[src/rtl/core/ifd_pkg.sv]
// ----------------------------------------------------------------------------
// ifd_pkg
// Shared types, constants and field tables for the INS frame deframer.
// ----------------------------------------------------------------------------
package ifd_pkg;

    // Frame layout.
    localparam int unsigned FRAME_LEN  = 63;
    localparam int unsigned POS_W      = 6;
    localparam int unsigned IDX_W      = 5;
    localparam int unsigned VALUE_W    = 33;
    localparam int unsigned STATUS_W   = 2;
    localparam int unsigned NUM_FIELDS = 22;

    localparam logic [POS_W-1:0] CHECK1_POS = POS_W'(57);
    localparam logic [POS_W-1:0] CHECK2_POS = POS_W'(62);
    localparam logic [IDX_W-1:0] LAST_FIELD = IDX_W'(NUM_FIELDS - 1);

    // Sync header bytes.
    localparam logic [7:0] SYNC0 = 8'hBD;
    localparam logic [7:0] SYNC1 = 8'hDB;
    localparam logic [7:0] SYNC2 = 8'h0B;

    // Stored type of a frame field.
    typedef enum logic [1:0] {
        KIND_S16 = 2'd0,
        KIND_S32 = 2'd1,
        KIND_U8  = 2'd2,
        KIND_U32 = 2'd3
    } t_kind;

    // Commands from the controller to the datapath.
    typedef struct packed {
        logic                wr_en;      // store the input byte at addr
        logic                rd_en;      // read the frame store at addr
        logic [POS_W-1:0]    addr;
        logic                chk_load;   // start the running XOR with the byte
        logic                chk_xor;    // fold the byte into the running XOR
        logic                chk1_cap;   // capture the first check result
        logic                acc_en;     // place read data into a word lane
        logic [1:0]          acc_lane;
        logic                out_load;   // load the output register
        logic                out_bad;    // load a bad-frame status result
        logic [STATUS_W-1:0] out_status;
        logic [IDX_W-1:0]    out_index;
        t_kind               out_kind;
        logic                out_last;
    } t_dp_cmd;

    // Status from the datapath to the controller.
    typedef struct packed {
        logic is_sync0;
        logic is_sync1;
        logic is_sync2;
        logic chk_match;   // input byte equals the running XOR
        logic first_ok;    // result of the first check
        logic out_free;    // output register can take a result this cycle
    } t_dp_stat;

    // Byte offset of each field in the frame.
    function automatic logic [POS_W-1:0] field_offset(input logic [IDX_W-1:0] k);
        logic [POS_W-1:0] off;
        unique case (k)
            5'd0:    off = 6'd3;
            5'd1:    off = 6'd5;
            5'd2:    off = 6'd7;
            5'd3:    off = 6'd9;
            5'd4:    off = 6'd11;
            5'd5:    off = 6'd13;
            5'd6:    off = 6'd15;
            5'd7:    off = 6'd17;
            5'd8:    off = 6'd19;
            5'd9:    off = 6'd21;
            5'd10:   off = 6'd25;
            5'd11:   off = 6'd29;
            5'd12:   off = 6'd33;
            5'd13:   off = 6'd35;
            5'd14:   off = 6'd37;
            5'd15:   off = 6'd39;
            5'd16:   off = 6'd46;
            5'd17:   off = 6'd48;
            5'd18:   off = 6'd50;
            5'd19:   off = 6'd52;
            5'd20:   off = 6'd56;
            5'd21:   off = 6'd58;
            default: off = 6'd0;
        endcase
        return off;
    endfunction

    // Stored type of each field.
    function automatic t_kind field_kind(input logic [IDX_W-1:0] k);
        t_kind kd;
        unique case (k)
            5'd9, 5'd10, 5'd11: kd = KIND_S32;
            5'd15, 5'd20:       kd = KIND_U8;
            5'd19, 5'd21:       kd = KIND_U32;
            default:            kd = KIND_S16;
        endcase
        return kd;
    endfunction

    // Index of the last byte of a field of the given type.
    function automatic logic [1:0] kind_last_byte(input t_kind kd);
        logic [1:0] lb;
        unique case (kd)
            KIND_S16: lb = 2'd1;
            KIND_S32: lb = 2'd3;
            KIND_U8:  lb = 2'd0;
            KIND_U32: lb = 2'd3;
        endcase
        return lb;
    endfunction

endpackage

[src/rtl/core/ins_frame_deframer_core.sv]
// ----------------------------------------------------------------------------
// ins_frame_deframer_core
// Sync-header frame parser with two XOR checks for INS serial frames.
// ----------------------------------------------------------------------------
// The block takes one received serial byte per transfer, hunts for the
// header BD DB 0B and collects a 63-byte frame into a local frame store.
// Header and payload bytes are taken one per cycle while the block is not
// emitting results. When the last byte arrives, a frame that fails a check
// gives one status result; a good frame gives 22 raw fields with tlast on
// the final one. Fields are read back from the single-port frame store one
// byte at a time (read, then place), and each result is then loaded into
// the output register. s_axis_tready stays low until the last result of a
// frame is loaded, which takes longer when the output stalls.
module ins_frame_deframer_core (
    input  logic        i_clk,
    input  logic        i_rst_n,
    input  logic        s_axis_tvalid,
    output logic        s_axis_tready,
    input  logic [7:0]  s_axis_tdata,   // [7:0] data_byte
    output logic        m_axis_tvalid,
    input  logic        m_axis_tready,
    output logic [39:0] m_axis_tdata,   // [32:0] field_value, [39:33] zero
    output logic [6:0]  m_axis_tuser,   // [4:0] field_index, [6:5] status
    output logic        m_axis_tlast
);
    import ifd_pkg::*;

    t_dp_cmd             cmd;
    t_dp_stat            stat;
    logic [IDX_W-1:0]    field_index;
    logic [VALUE_W-1:0]  field_value;
    logic [STATUS_W-1:0] status;

    // Header hunt and emission sequencer.
    ifd_ctrl u_ctrl (
        .i_clk      (i_clk),
        .i_rst_n    (i_rst_n),
        .i_in_valid (s_axis_tvalid),
        .o_in_ready (s_axis_tready),
        .i_stat     (stat),
        .o_cmd      (cmd)
    );

    // Frame store, checks and output register.
    ifd_datapath u_datapath (
        .i_clk         (i_clk),
        .i_rst_n       (i_rst_n),
        .i_byte        (s_axis_tdata),
        .i_cmd         (cmd),
        .o_stat        (stat),
        .i_out_ready   (m_axis_tready),
        .o_out_valid   (m_axis_tvalid),
        .o_field_index (field_index),
        .o_field_value (field_value),
        .o_status      (status),
        .o_last        (m_axis_tlast)
    );

    assign m_axis_tdata = {7'd0, field_value};
    assign m_axis_tuser = {status, field_index};

endmodule

[src/rtl/core/ifd_datapath.sv]
// ----------------------------------------------------------------------------
// ifd_datapath
// Frame store, running XOR check, field assembly and output register.
// ----------------------------------------------------------------------------
module ifd_datapath (
    input  logic                      i_clk,
    input  logic                      i_rst_n,
    input  logic [7:0]                i_byte,
    input  ifd_pkg::t_dp_cmd          i_cmd,
    output ifd_pkg::t_dp_stat         o_stat,
    input  logic                      i_out_ready,
    output logic                      o_out_valid,
    output logic [ifd_pkg::IDX_W-1:0]    o_field_index,
    output logic [ifd_pkg::VALUE_W-1:0]  o_field_value,
    output logic [ifd_pkg::STATUS_W-1:0] o_status,
    output logic                      o_last
);
    import ifd_pkg::*;

    logic [7:0]          r_mem [FRAME_LEN];
    logic [7:0]          r_rd_data;
    logic [7:0]          r_check;
    logic                r_first_ok;
    logic [31:0]         r_word;
    logic                r_out_valid;
    logic [IDX_W-1:0]    r_index;
    logic [VALUE_W-1:0]  r_value;
    logic [STATUS_W-1:0] r_status;
    logic                r_last;
    logic [VALUE_W-1:0]  n_value;

    // Frame store: one write and one registered read per cycle.
    always_ff @(posedge i_clk) begin
        if (i_cmd.wr_en) begin
            r_mem[i_cmd.addr] <= i_byte;
        end
        if (i_cmd.rd_en) begin
            r_rd_data <= r_mem[i_cmd.addr];
        end
    end

    // Running XOR of the frame bytes and the first check result.
    always_ff @(posedge i_clk) begin
        if (!i_rst_n) begin
            r_check    <= '0;
            r_first_ok <= 1'b0;
        end else begin
            if (i_cmd.chk_load) begin
                r_check <= i_byte;
            end else if (i_cmd.chk_xor) begin
                r_check <= r_check ^ i_byte;
            end
            if (i_cmd.chk1_cap) begin
                r_first_ok <= (r_check == i_byte);
            end
        end
    end

    // Little-endian field word, built one byte lane at a time.
    always_ff @(posedge i_clk) begin
        if (i_cmd.acc_en) begin
            unique case (i_cmd.acc_lane)
                2'd0: r_word[7:0]   <= r_rd_data;
                2'd1: r_word[15:8]  <= r_rd_data;
                2'd2: r_word[23:16] <= r_rd_data;
                2'd3: r_word[31:24] <= r_rd_data;
            endcase
        end
    end

    // Extend the raw word according to the field type.
    always_comb begin
        unique case (i_cmd.out_kind)
            KIND_S16: n_value = VALUE_W'($signed(r_word[15:0]));
            KIND_S32: n_value = VALUE_W'($signed(r_word));
            KIND_U8:  n_value = VALUE_W'(r_word[7:0]);
            KIND_U32: n_value = VALUE_W'(r_word);
        endcase
    end

    // Output register; a result waits here until the transfer.
    always_ff @(posedge i_clk) begin
        if (!i_rst_n) begin
            r_out_valid <= 1'b0;
        end else if (i_cmd.out_load) begin
            r_out_valid <= 1'b1;
        end else if (i_out_ready) begin
            r_out_valid <= 1'b0;
        end
    end

    always_ff @(posedge i_clk) begin
        if (i_cmd.out_load) begin
            r_last <= i_cmd.out_last;
            if (i_cmd.out_bad) begin
                r_index  <= '0;
                r_value  <= '0;
                r_status <= i_cmd.out_status;
            end else begin
                r_index  <= i_cmd.out_index;
                r_value  <= n_value;
                r_status <= '0;
            end
        end
    end

    assign o_stat.is_sync0  = (i_byte == SYNC0);
    assign o_stat.is_sync1  = (i_byte == SYNC1);
    assign o_stat.is_sync2  = (i_byte == SYNC2);
    assign o_stat.chk_match = (r_check == i_byte);
    assign o_stat.first_ok  = r_first_ok;
    assign o_stat.out_free  = !r_out_valid || i_out_ready;

    assign o_out_valid   = r_out_valid;
    assign o_field_index = r_index;
    assign o_field_value = r_value;
    assign o_status      = r_status;
    assign o_last        = r_last;

endmodule

[src/rtl/core/ifd_ctrl.sv]
// ----------------------------------------------------------------------------
// ifd_ctrl
// Header hunt, frame position tracking and field emission sequencer.
// ----------------------------------------------------------------------------
module ifd_ctrl (
    input  logic              i_clk,
    input  logic              i_rst_n,
    input  logic              i_in_valid,
    output logic              o_in_ready,
    input  ifd_pkg::t_dp_stat i_stat,
    output ifd_pkg::t_dp_cmd  o_cmd
);
    import ifd_pkg::*;

    typedef enum logic [2:0] {
        S_IDLE,
        S_BAD,
        S_RD,
        S_ACC,
        S_OUT
    } t_state;

    t_state              r_state, n_state;
    logic [POS_W-1:0]    r_pos, n_pos;
    logic [IDX_W-1:0]    r_field, n_field;
    logic [1:0]          r_byte, n_byte;
    logic [STATUS_W-1:0] r_status, n_status;
    logic                accept;
    logic [STATUS_W-1:0] frame_status;
    t_kind               kind;

    assign o_in_ready   = (r_state == S_IDLE);
    assign accept       = i_in_valid && o_in_ready;
    assign kind         = field_kind(r_field);
    // Bit 0 flags the first check, bit 1 the second.
    assign frame_status = {!i_stat.chk_match, !i_stat.first_ok};

    // Next state and datapath commands.
    always_comb begin
        n_state  = r_state;
        n_pos    = r_pos;
        n_field  = r_field;
        n_byte   = r_byte;
        n_status = r_status;
        o_cmd            = '0;
        o_cmd.out_kind   = kind;
        o_cmd.out_index  = r_field;
        o_cmd.out_status = r_status;
        o_cmd.acc_lane   = r_byte;
        o_cmd.addr       = r_pos;

        unique case (r_state)
            S_IDLE: begin
                if (accept) begin
                    priority if (r_pos == '0) begin
                        if (i_stat.is_sync0) begin
                            o_cmd.wr_en    = 1'b1;
                            o_cmd.chk_load = 1'b1;
                            n_pos          = POS_W'(1);
                        end
                    end else if (r_pos == POS_W'(1) || r_pos == POS_W'(2)) begin
                        if ((r_pos == POS_W'(1) && i_stat.is_sync1) ||
                            (r_pos == POS_W'(2) && i_stat.is_sync2)) begin
                            o_cmd.wr_en   = 1'b1;
                            o_cmd.chk_xor = 1'b1;
                            n_pos         = r_pos + POS_W'(1);
                        end else begin
                            n_pos = '0;
                        end
                    end else if (r_pos > CHECK2_POS) begin
                        n_pos = '0;
                    end else if (r_pos == CHECK2_POS) begin
                        // Frame complete: report a failure or emit fields.
                        o_cmd.wr_en = 1'b1;
                        n_pos       = '0;
                        n_field     = '0;
                        n_byte      = '0;
                        n_status    = frame_status;
                        if (frame_status != '0) begin
                            n_state = S_BAD;
                        end else begin
                            n_state = S_RD;
                        end
                    end else begin
                        o_cmd.wr_en    = 1'b1;
                        o_cmd.chk_xor  = 1'b1;
                        o_cmd.chk1_cap = (r_pos == CHECK1_POS);
                        n_pos          = r_pos + POS_W'(1);
                    end
                end
            end
            S_BAD: begin
                if (i_stat.out_free) begin
                    o_cmd.out_load = 1'b1;
                    o_cmd.out_bad  = 1'b1;
                    o_cmd.out_last = 1'b1;
                    n_state        = S_IDLE;
                end
            end
            S_RD: begin
                o_cmd.rd_en = 1'b1;
                o_cmd.addr  = field_offset(r_field) + POS_W'(r_byte);
                n_state     = S_ACC;
            end
            S_ACC: begin
                o_cmd.acc_en = 1'b1;
                if (r_byte == kind_last_byte(kind)) begin
                    n_state = S_OUT;
                end else begin
                    n_byte  = r_byte + 2'd1;
                    n_state = S_RD;
                end
            end
            S_OUT: begin
                if (i_stat.out_free) begin
                    o_cmd.out_load = 1'b1;
                    o_cmd.out_last = (r_field == LAST_FIELD);
                    n_byte         = '0;
                    if (r_field == LAST_FIELD) begin
                        n_state = S_IDLE;
                    end else begin
                        n_field = r_field + IDX_W'(1);
                        n_state = S_RD;
                    end
                end
            end
            default: begin
                n_state = S_IDLE;
            end
        endcase
    end

    // State and sequencing registers.
    always_ff @(posedge i_clk) begin
        if (!i_rst_n) begin
            r_state  <= S_IDLE;
            r_pos    <= '0;
            r_field  <= '0;
            r_byte   <= '0;
            r_status <= '0;
        end else begin
            r_state  <= n_state;
            r_pos    <= n_pos;
            r_field  <= n_field;
            r_byte   <= n_byte;
            r_status <= n_status;
        end
    end

endmodule

[config.mk]
export PLATFORM = sky130hd
export DESIGN_NAME = ins_frame_deframer_core
export DESIGN_NICKNAME = d
export VERILOG_FILES = /design/src/rtl/core/ifd_pkg.sv /design/src/rtl/core/ins_frame_deframer_core.sv /design/src/rtl/core/ifd_datapath.sv /design/src/rtl/core/ifd_ctrl.sv
export SDC_FILE = /design/constraint.sdc
export NUM_CORES = 1
export LEC_CHECK = 0
export ABC_AREA = 1
export BUFFER_PORTS_ARGS = -buffer_cell sky130_fd_sc_hd__buf_2
export CORE_AREA = 2 2 308 310
export DETAILED_ROUTE_END_ITERATION = 16
export DIE_AREA = 0 0 310 312
export HOLD_SLACK_MARGIN = 0.1
export PLACE_DENSITY_LB_ADDON = 0.2
export RECOVER_POWER = 25
export SLEW_MARGIN = 20
export SYNTH_ARGS = -nofsm -noshare
export SYNTH_HDL_FRONTEND = slang
export SYNTH_SLANG_ARGS = --single-unit
export TNS_END_PERCENT = 10
[constraint.sdc]
create_clock -name i_clk -period 3.1 [get_ports i_clk]
set_input_delay 0.155 -clock i_clk [delete_from_list [all_inputs] [get_ports i_clk]]
set_output_delay 0.155 -clock i_clk [all_outputs]
set_load 0.02 [all_outputs]
==> impl_metrics.csv, run 1 <==
group,metric,value,unit
status,status,"finished with violations",
status,failed_checks,"capacitance limit, slew limit",
routing,route.antenna.remaining_nets,0,
layout,syn2layout_area_growth,17.91,%
yosys,postSynthRegisterBits,619,
yosys,syn-mean-instance-area,9.906,µm²
critical_path,crit_buf_inv,5,
timing,timing_hold_violations_final,0,
grt,grt_met3_use,3.438,%
clocking,insertion_delay,620,ps
grt,grt_util_all_layers,15.74,%
critical_path,crit_chain,"ha_1 > inv_1 > fa_1 > xor2_1 > o21ai_4 > buf_6 > inv_2 > nor3_1 > nand3_1 > buf_4 > nor2_1 > buf_4",
job,maxCapViolations,5,
critical_path,worst_ep_required_time,3420,ps
layout,post_route_insts_no_fill,4194,
timing,report.final.slew_viol_count,157,
yosys,number_of_synthesized_flops_with_an_enable_pin,585,
routing,drt_pre_antenna_iters,5,
clocking,clk_pin_slew,60,ps
yosys,synth.lib_cells_used.distinct,36,
clocking,clockRootBuffer,"sky130_fd_sc_hd__clkbuf_16",
timing,timing.fmax,0.3392,GHz
grt,grt_max_degree,98,
grt,met1_usage,21.17,%
critical_path,critical-path-max-stage-delay,390,ps
yosys,synth.yosys.seq_area_share,67.90,%
yosys,netlist_instances,2713,
floorplan,dieHeight,312,µm
floorplan,core-area,93050,µm²
clocking,cts-htree-levels,3,
yosys,synthesized_area,26880,µm²
routing,detail_route.wirelength,76470,µm
critical_path,rr_startpoint,"u_ctrl.r_byte[0]$_SDFFE_PN0P_",
critical_path,critical_path_class,"register to register",
pwr,cellPowerDensity,594.9,nW/µm²
pwr,power.leakage,0.01286,µW
grt,grt_antenna_before_repair,2,
routing,route.detailed.wl_per_inst,18.23,µm
timing,timing.max_slew.rel_slack,-49.44,%
routing,drt_iter0_markers,1418,
floorplan,rows,112,
min_path,min-delay-path-class,"primary input to register",
placement,place.detailed.hpwl,50340,µm
routing,route.detailed.drc,0,
timing,hold-worst-slack,237.0,ps
yosys,postSynth.asyncResetShare,0,%
timing,final.setup_skew,25.53,ps
floorplan,fp.dieW,310,µm
grt,gr-total-overflow,0,
critical_path,worstSetupStartpoint,"u_ctrl.r_byte[0]$_SDFFE_PN0P_",
grt,groute.layer.met2.usage,25.39,%
clocking,clkSinkCount,619,
grt,grt_pass1_vias,18700,
critical_path,critPathArrivalTime,3260,ps
layout,mostFrequentLayoutCells,"sky130_fd_sc_hd__nand2_1 (1550), sky130_fd_sc_hd__edfxtp_1 (585), sky130_fd_sc_hd__nor2_1 (140), sky130_fd_sc_hd__buf_4 (125), sky130_fd_sc_hd__inv_1 (82)",
floorplan,die_area,96720,µm²
critical_path,critical_path_peak_fanout,9,
layout,final_common_cell,"sky130_fd_sc_hd__nand2_1",
clocking,cts-buffers-inserted,70,
placement,place_inst,4056,
critical_path,most_frequent_cell_on_critical_path,"sky130_fd_sc_hd__buf_4",
floorplan,io_pins,62,
min_path,hp-start,"s_axis_tdata[7]",
layout,final_nets,2915,
layout,num-fill-cells,9536,
critical_path,cp_slowest_cell,"sky130_fd_sc_hd__fa_1",
critical_path,critPathLaunchType,"register",
timing,final_min_period_over_clock_period,95.11,%
yosys,ys.warnings.count,0,
routing,via_per_inst,4.448,
grt,grt_most_used_layer,"met2",
placement,finalWeightedCongestion,0.8791,
timing,finalSetupViolations,0,
pwr,vdd_ir_drop_max,0.3041,mV
floorplan,floorplan.initialDensity,28.88,%
layout,finish.instance_area,31690,µm²
clocking,cts_max_path_buffers,3,
routing,num_vias,18650,
critical_path,end_kind,"register",
grt,grt_first_pass_wirelength,114600,µm
timing,period_minus_slack,2949,ps
clocking,cts_tree,"built",
yosys,synth_flop_cell,"sky130_fd_sc_hd__edfxtp_1",
layout,postLayoutCoreUtil,34.06,%
critical_path,worst_path_dominant_cell_family,"buffers and inverters",
placement,placed_cell_area,29380,µm²
placement,buffer_ports.inserted,54,
timing,tns,0,ps
layout,drive_gt1_share,11.16,%
timing,max_slew.worst_pin.slew,2242,ps
-- per-stage QoR --
step / total power [µW] / setup slack [ps]
after floorplan: 10310 / 196.4
after global placement: 10940 / 67.89
after detailed placement: 10940 / 17.67
after CTS: 19080 / 4.272
after global routing: 19560 / -23.59
final: 18850 / 151.5
-- flip-flops by register name (all words and copies together) (netlist names), 3 cells and up, named ones only --
| signal | flops |
|---|---|
| u_datapath.r_rd_data | 8 |
| u_ctrl.r_pos | 6 |
| u_datapath.o_field_index | 5 |
| u_ctrl.r_state | 3 |
| u_datapath.r_word | 32 |
| u_datapath.r_mem | 504 |
| u_datapath.o_field_value | 33 |
| u_ctrl.r_field | 5 |
| u_datapath.r_check | 8 |
-- logic make-up after synthesis --
group,after synthesis,share of synthesized area (%)
flip-flops,619,67.90
AO/OA/AOI/OAI,60,1.210
buffers and inverters,206,3.580
other,1,0.01395
AND/OR/NAND/NOR,1789,25.75
adder cells (fa/ha/maj),20,0.9590
XOR/XNOR,18,0.5866
-- worst register-to-register path, delay by kind of cell, from the launching register on --
family          cells  cell delay [ps]
fa+ha+maj           2              580
flops               1              370
simple gates        3              450
compound gates      1              310
xor+xnor            1              210
buf+inv             5              740
-- worst paths after layout --
path,endpoint,cells after the start,slack (ps)
setup / recovery,u_datapath.r_mem[60][3]$_DFFE_PP_,12,150
hold / removal,u_datapath.r_mem[17][7]$_DFFE_PP_,2,240
setup reg to reg,u_datapath.r_mem[60][3]$_DFFE_PP_,12,150
hold reg to reg,u_datapath.r_check[2]$_SDFFE_PN0P_,2,500
-- layer usage --
layer	wire length (µm)	share of wire, %	up-vias
met3	4992	6.5	116
li1	-	-	9122
met5	0	0	-
met4	1910	2.5	0
met1	34140	45	8890
met2	35430	46	526
-- cell usage after synthesis (2+ instances only) --
master	number	share of area, %
sky130_fd_sc_hd__a21oi_1	35	0.65
sky130_fd_sc_hd__a21oi_2	3	0.098
sky130_fd_sc_hd__buf_1	7	0.098
sky130_fd_sc_hd__buf_2	49	0.91
sky130_fd_sc_hd__buf_4	10	0.28
sky130_fd_sc_hd__buf_6	12	0.50
sky130_fd_sc_hd__clkbuf_1	38	0.53
sky130_fd_sc_hd__dfxtp_1	34	2.5
sky130_fd_sc_hd__edfxtp_1	585	65
sky130_fd_sc_hd__ha_1	19	0.88
sky130_fd_sc_hd__inv_1	82	1.1
sky130_fd_sc_hd__inv_2	8	0.11
sky130_fd_sc_hd__nand2_1	1551	22
sky130_fd_sc_hd__nand2_2	3	0.070
sky130_fd_sc_hd__nand3_1	44	0.82
sky130_fd_sc_hd__nand3_2	8	0.30
sky130_fd_sc_hd__nand3b_1	2	0.056
sky130_fd_sc_hd__nand4_1	12	0.28
sky130_fd_sc_hd__nor2_1	144	2.0
sky130_fd_sc_hd__nor2_2	10	0.23
sky130_fd_sc_hd__nor3_1	10	0.19
sky130_fd_sc_hd__o211ai_1	2	0.056
sky130_fd_sc_hd__o21ai_0	12	0.22
sky130_fd_sc_hd__o21ai_1	4	0.074
sky130_fd_sc_hd__o31ai_1	2	0.056
sky130_fd_sc_hd__xnor2_1	10	0.33
sky130_fd_sc_hd__xor2_1	8	0.26
-- power breakdown --
part,switching [µW],leakage [µW],internal [µW]
clock,3400,0.00108,4690
combinational,1170,0.00625,422
sequential,11.0,0.00553,9150
-- layout make-up --
| cell class | count | area [µm²] | share of cell area, % |
|---|---|---|---|
| multi-input combinational | 1894 | 7755 | 24.47 |
| sequential | 619 | 18250 | 57.59 |
| tap | 1254 | 1569 | 4.951 |
| timing repair buffer | 208 | 1540 | 4.860 |
| antenna | 2 | 5.005 | 0.01579 |
| clock inverter | 38 | 371.6 | 1.173 |
| inverter | 90 | 345.3 | 1.090 |
| clock buffer | 89 | 1854 | 5.851 |
-- timing repair --
action                                  4_1_cts  5_1_grt
endpoints found under the setup margin        0      208
hold endpoints to repair                     61        0
hold buffers                                  8        0
resized for setup                             0        8
buffers inserted                              0        1
Note: power is estimated with default switching activity, not from simulation.
==> run 2: changes to the inputs <==
PLACE_DENSITY_LB_ADDON = not set   (was 0.2)
REMOVE_ABC_BUFFERS = 1   (was not set)
==> run 2 against run 1 <==
The run still ends with capacitance limit, slew limit left. Clock skew grew 5.9 ps. Die area is the same. Flip-flop and latch count is the same. Core utilization shrank 0.53 points. Sequential share of layout area grew 0.91 points. Worst setup slack lost 2.4 ps. Highest routed layer unchanged.
==> impl_metrics.csv, run 2 (synthesized netlist as in run 1, its figures left out) <==
group,metric,value,unit
clocking,clkSinkCount,619,
critical_path,critPathArrivalTime,3310,ps
timing,final_min_period_over_clock_period,95.19,%
routing,via_per_inst,4.413,
critical_path,cp.depth,12,
clocking,clockRootBuffer,"sky130_fd_sc_hd__clkbuf_16",
layout,syn2layout_area_growth,16.06,%
timing,max_slew.worst_pin.slew,1641,ps
layout,top_register,"u_datapath.r_mem",
layout,mostFrequentLayoutCells,"sky130_fd_sc_hd__nand2_1 (1550), sky130_fd_sc_hd__edfxtp_1 (585), sky130_fd_sc_hd__nor2_1 (144), sky130_fd_sc_hd__buf_4 (109), sky130_fd_sc_hd__inv_1 (82)",
placement,place_inst,4040,
timing,timing.fmax,0.3389,GHz
critical_path,cp_slowest_cell,"sky130_fd_sc_hd__dlygate4sd3_1",
layout,final_nets,2890,
layout,max_ffs_per_register,504,
pwr,pwr-share-comb,8.7,%
pwr,seq_power_share,51.3,%
routing,route.antenna.remaining_nets,0,
pwr,netSwitchingFraction,23.76,%
critical_path,timing.rr.end,"u_datapath.r_mem[61][4]$_DFFE_PP_",
clocking,cts_tree,"built",
timing,finalSetupViolations,0,
timing,worst_slack,149.1,ps
critical_path,critical-path-max-stage-delay,520,ps
critical_path,reg2reg_slack,180,ps
routing,wl_met2,30310,µm
critical_path,critical_path_class,"primary input to register",
grt,grt_max_degree,65,
routing,route.detailed.wl_per_inst,16.35,µm
layout,diodes,0,
timing,timing.max_slew.rel_slack,-9.426,%
floorplan,floorplan.initialDensity,28.88,%
layout,drive_gt1_share,9.056,%
critical_path,reg2reg_depth,10,
timing,grt_setup_unrepaired,"yes",
critical_path,crit_buf_inv,5,
placement,buffer_ports.inserted,54,
routing,drt_pre_antenna_iters,5,
placement,finalWeightedCongestion,0.8359,
layout,final_common_cell,"sky130_fd_sc_hd__nand2_1",
grt,grt_pass1_vias,17360,
grt,gr-total-overflow,0,
grt,grt_util_all_layers,13.85,%
critical_path,critical_path_peak_fanout,8,
clocking,clk_pin_slew,60,ps
critical_path,timing.critical_path.to,"u_datapath.r_mem[61][4]$_DFFE_PP_",
timing,period_minus_slack,2951,ps
pwr,cell_internal_pwr,13610,µW
pwr,net-switching-power,4241,µW
clocking,cts-buffers-inserted,61,
routing,route.detailed.drc,0,
clocking,insertion_delay,650,ps
routing,num_vias,18350,
critical_path,critPathLaunchType,"primary input",
routing,drt-met1-wl,31410,µm
pwr,clock_power_share,40.0,%
critical_path,worst_ep_required_time,3460,ps
floorplan,fp.dieW,310,µm
status,status,"finished with violations",
critical_path,worst_path_dominant_cell_family,"buffers and inverters",
clocking,cts_max_path_buffers,3,
clocking,postCtsSetupRepairBufs,0,
routing,detail_route.wirelength,67980,µm
critical_path,end_kind,"register",
floorplan,io_pins,62,
layout,num-fill-cells,9529,
status,failed_checks,"capacitance limit, slew limit",
floorplan,rows,112,
floorplan,die_area,96720,µm²
critical_path,worstSetupStartpoint,"s_axis_tdata[7]",
pwr,vdd_ir_drop_max,0.4851,mV
timing,final.setup_skew,31.39,ps
clocking,cts-htree-levels,2,
placement,place.detailed.hpwl,42650,µm
pwr,power.leakage,0.01257,µW
grt,grt_first_pass_wirelength,103800,µm
timing,report.final.slew_viol_count,94,
floorplan,core-area,93050,µm²
critical_path,crit_chain,"dlygate4sd3_1 > clkbuf_1 > clkbuf_1 > nand4_1 > nor2_1 > nand4_1 > nand3b_1 > inv_1 > nand2_1 > nand3_2 > nor2_1 > buf_4",
placement,post-place-ws,213.0,ps
timing,timing_hold_violations_final,0,
routing,wl_met3,4861,µm
routing,drt_iter0_markers,1768,
critical_path,rr_startpoint,"u_ctrl.r_byte[0]$_SDFFE_PN0P_",
job,maxCapViolations,2,
layout,post_route_insts_no_fill,4158,
min_path,min-delay-path-class,"primary input to register",
grt,grt_antenna_before_repair,2,
routing,top_layer,"met4",
pwr,cellPowerDensity,572.3,nW/µm²
floorplan,dieHeight,312,µm
-- run 2: changes by cell type in the layout (fill, tap and decap cells not counted), sizes merged --
| cell | delta |
|---|---|
| inv | -2 |
| buf | -44 |
| clkinvlp | -3 |
| bufinv | -1 |
| diode | -2 |
| dlygate4sd3 | +1 |
| clkbuf | +21 |
| clkinv | -6 |
-- run 2: layout make-up --
type | count | area [µm²] | area share (%)
clock buffer | 83 | 1650 | 5.291
clock inverter | 26 | 255.2 | 0.8183
inverter | 90 | 345.3 | 1.107
multi-input combinational | 1894 | 7740 | 24.81
sequential | 619 | 18250 | 58.50
tap | 1254 | 1569 | 5.030
timing repair buffer | 192 | 1385 | 4.440
-- run 2: how the worst min path moves through the flow --
stage	to	startpoint	slack, ps	depth (start not counted)
final	u_datapath.r_check[6]$_SDFFE_PN0P_	s_axis_tdata[6]	180	5
after global routing	u_datapath.r_check[6]$_SDFFE_PN0P_	s_axis_tdata[6]	250	5
after CTS	u_datapath.r_check[1]$_SDFFE_PN0P_	s_axis_tdata[1]	120	5
after detailed placement	u_ctrl.r_status[0]$_SDFFE_PN0P_	u_datapath.r_first_ok$_SDFFE_PN0P_	470	1
after global placement	u_ctrl.r_status[0]$_SDFFE_PN0P_	u_datapath.r_first_ok$_SDFFE_PN0P_	470	1
after floorplan	u_datapath.r_mem[0][0]$_DFFE_PP_	s_axis_tdata[0]	250	0
-- run 2: timing repair --
item / in CTS / in global routing
resized for setup: 0 / 2
setup endpoints to repair: 0 / 17
hold buffers: 9 / 0
hold endpoints to repair: 68 / 0
-- run 2: metal layers --
metal  vias up  global-route usage [%]
li1       9064                       -
met1      8571                   20.02
met2       620                   21.59
met3        95                   2.211
met4         0                   3.557
met5         -                       0
-- run 2: power by group through the flow --
stage          Combinational [µW]  Clock (µW)  Sequential [µW]
2_1_floorplan                 956           0             9330
3_3_place_gp                 1550           0             9330
3_5_place_dp                 1550           0             9330
4_1_cts                      1570        7300             9150
5_1_grt                      1750        7570             9150
6_report                     1560        7140             9160
-- run 2: metrics by stage --
stage | hold slack (ps) | util (%) | total power (µW) | TNS, ps | instance area, µm²
after floorplan | 253.9 | - | 10290 | -1643290 | 26270
after global placement | 467.1 | 31.45 | 10890 | 0 | 29260
after detailed placement | 471.5 | 31.45 | 10880 | 0 | 29260
after CTS | 119.5 | 33.59 | 18030 | 0 | 31260
after global routing | 247.2 | 33.52 | 18470 | -1.469 | 31190
final | 183.7 | 33.52 | 17850 | 0 | 31190
-- run 2: worst register-to-register path, delay by kind of cell (launching register included) --
family	cells	cell delay, ps
AOI/OAI and AO/OA	1	280
xor gates and xnor gates	1	200
adders and majority gates	2	580
buffers and inverters	3	350
DFF	1	400
and+or+nand+nor	3	840
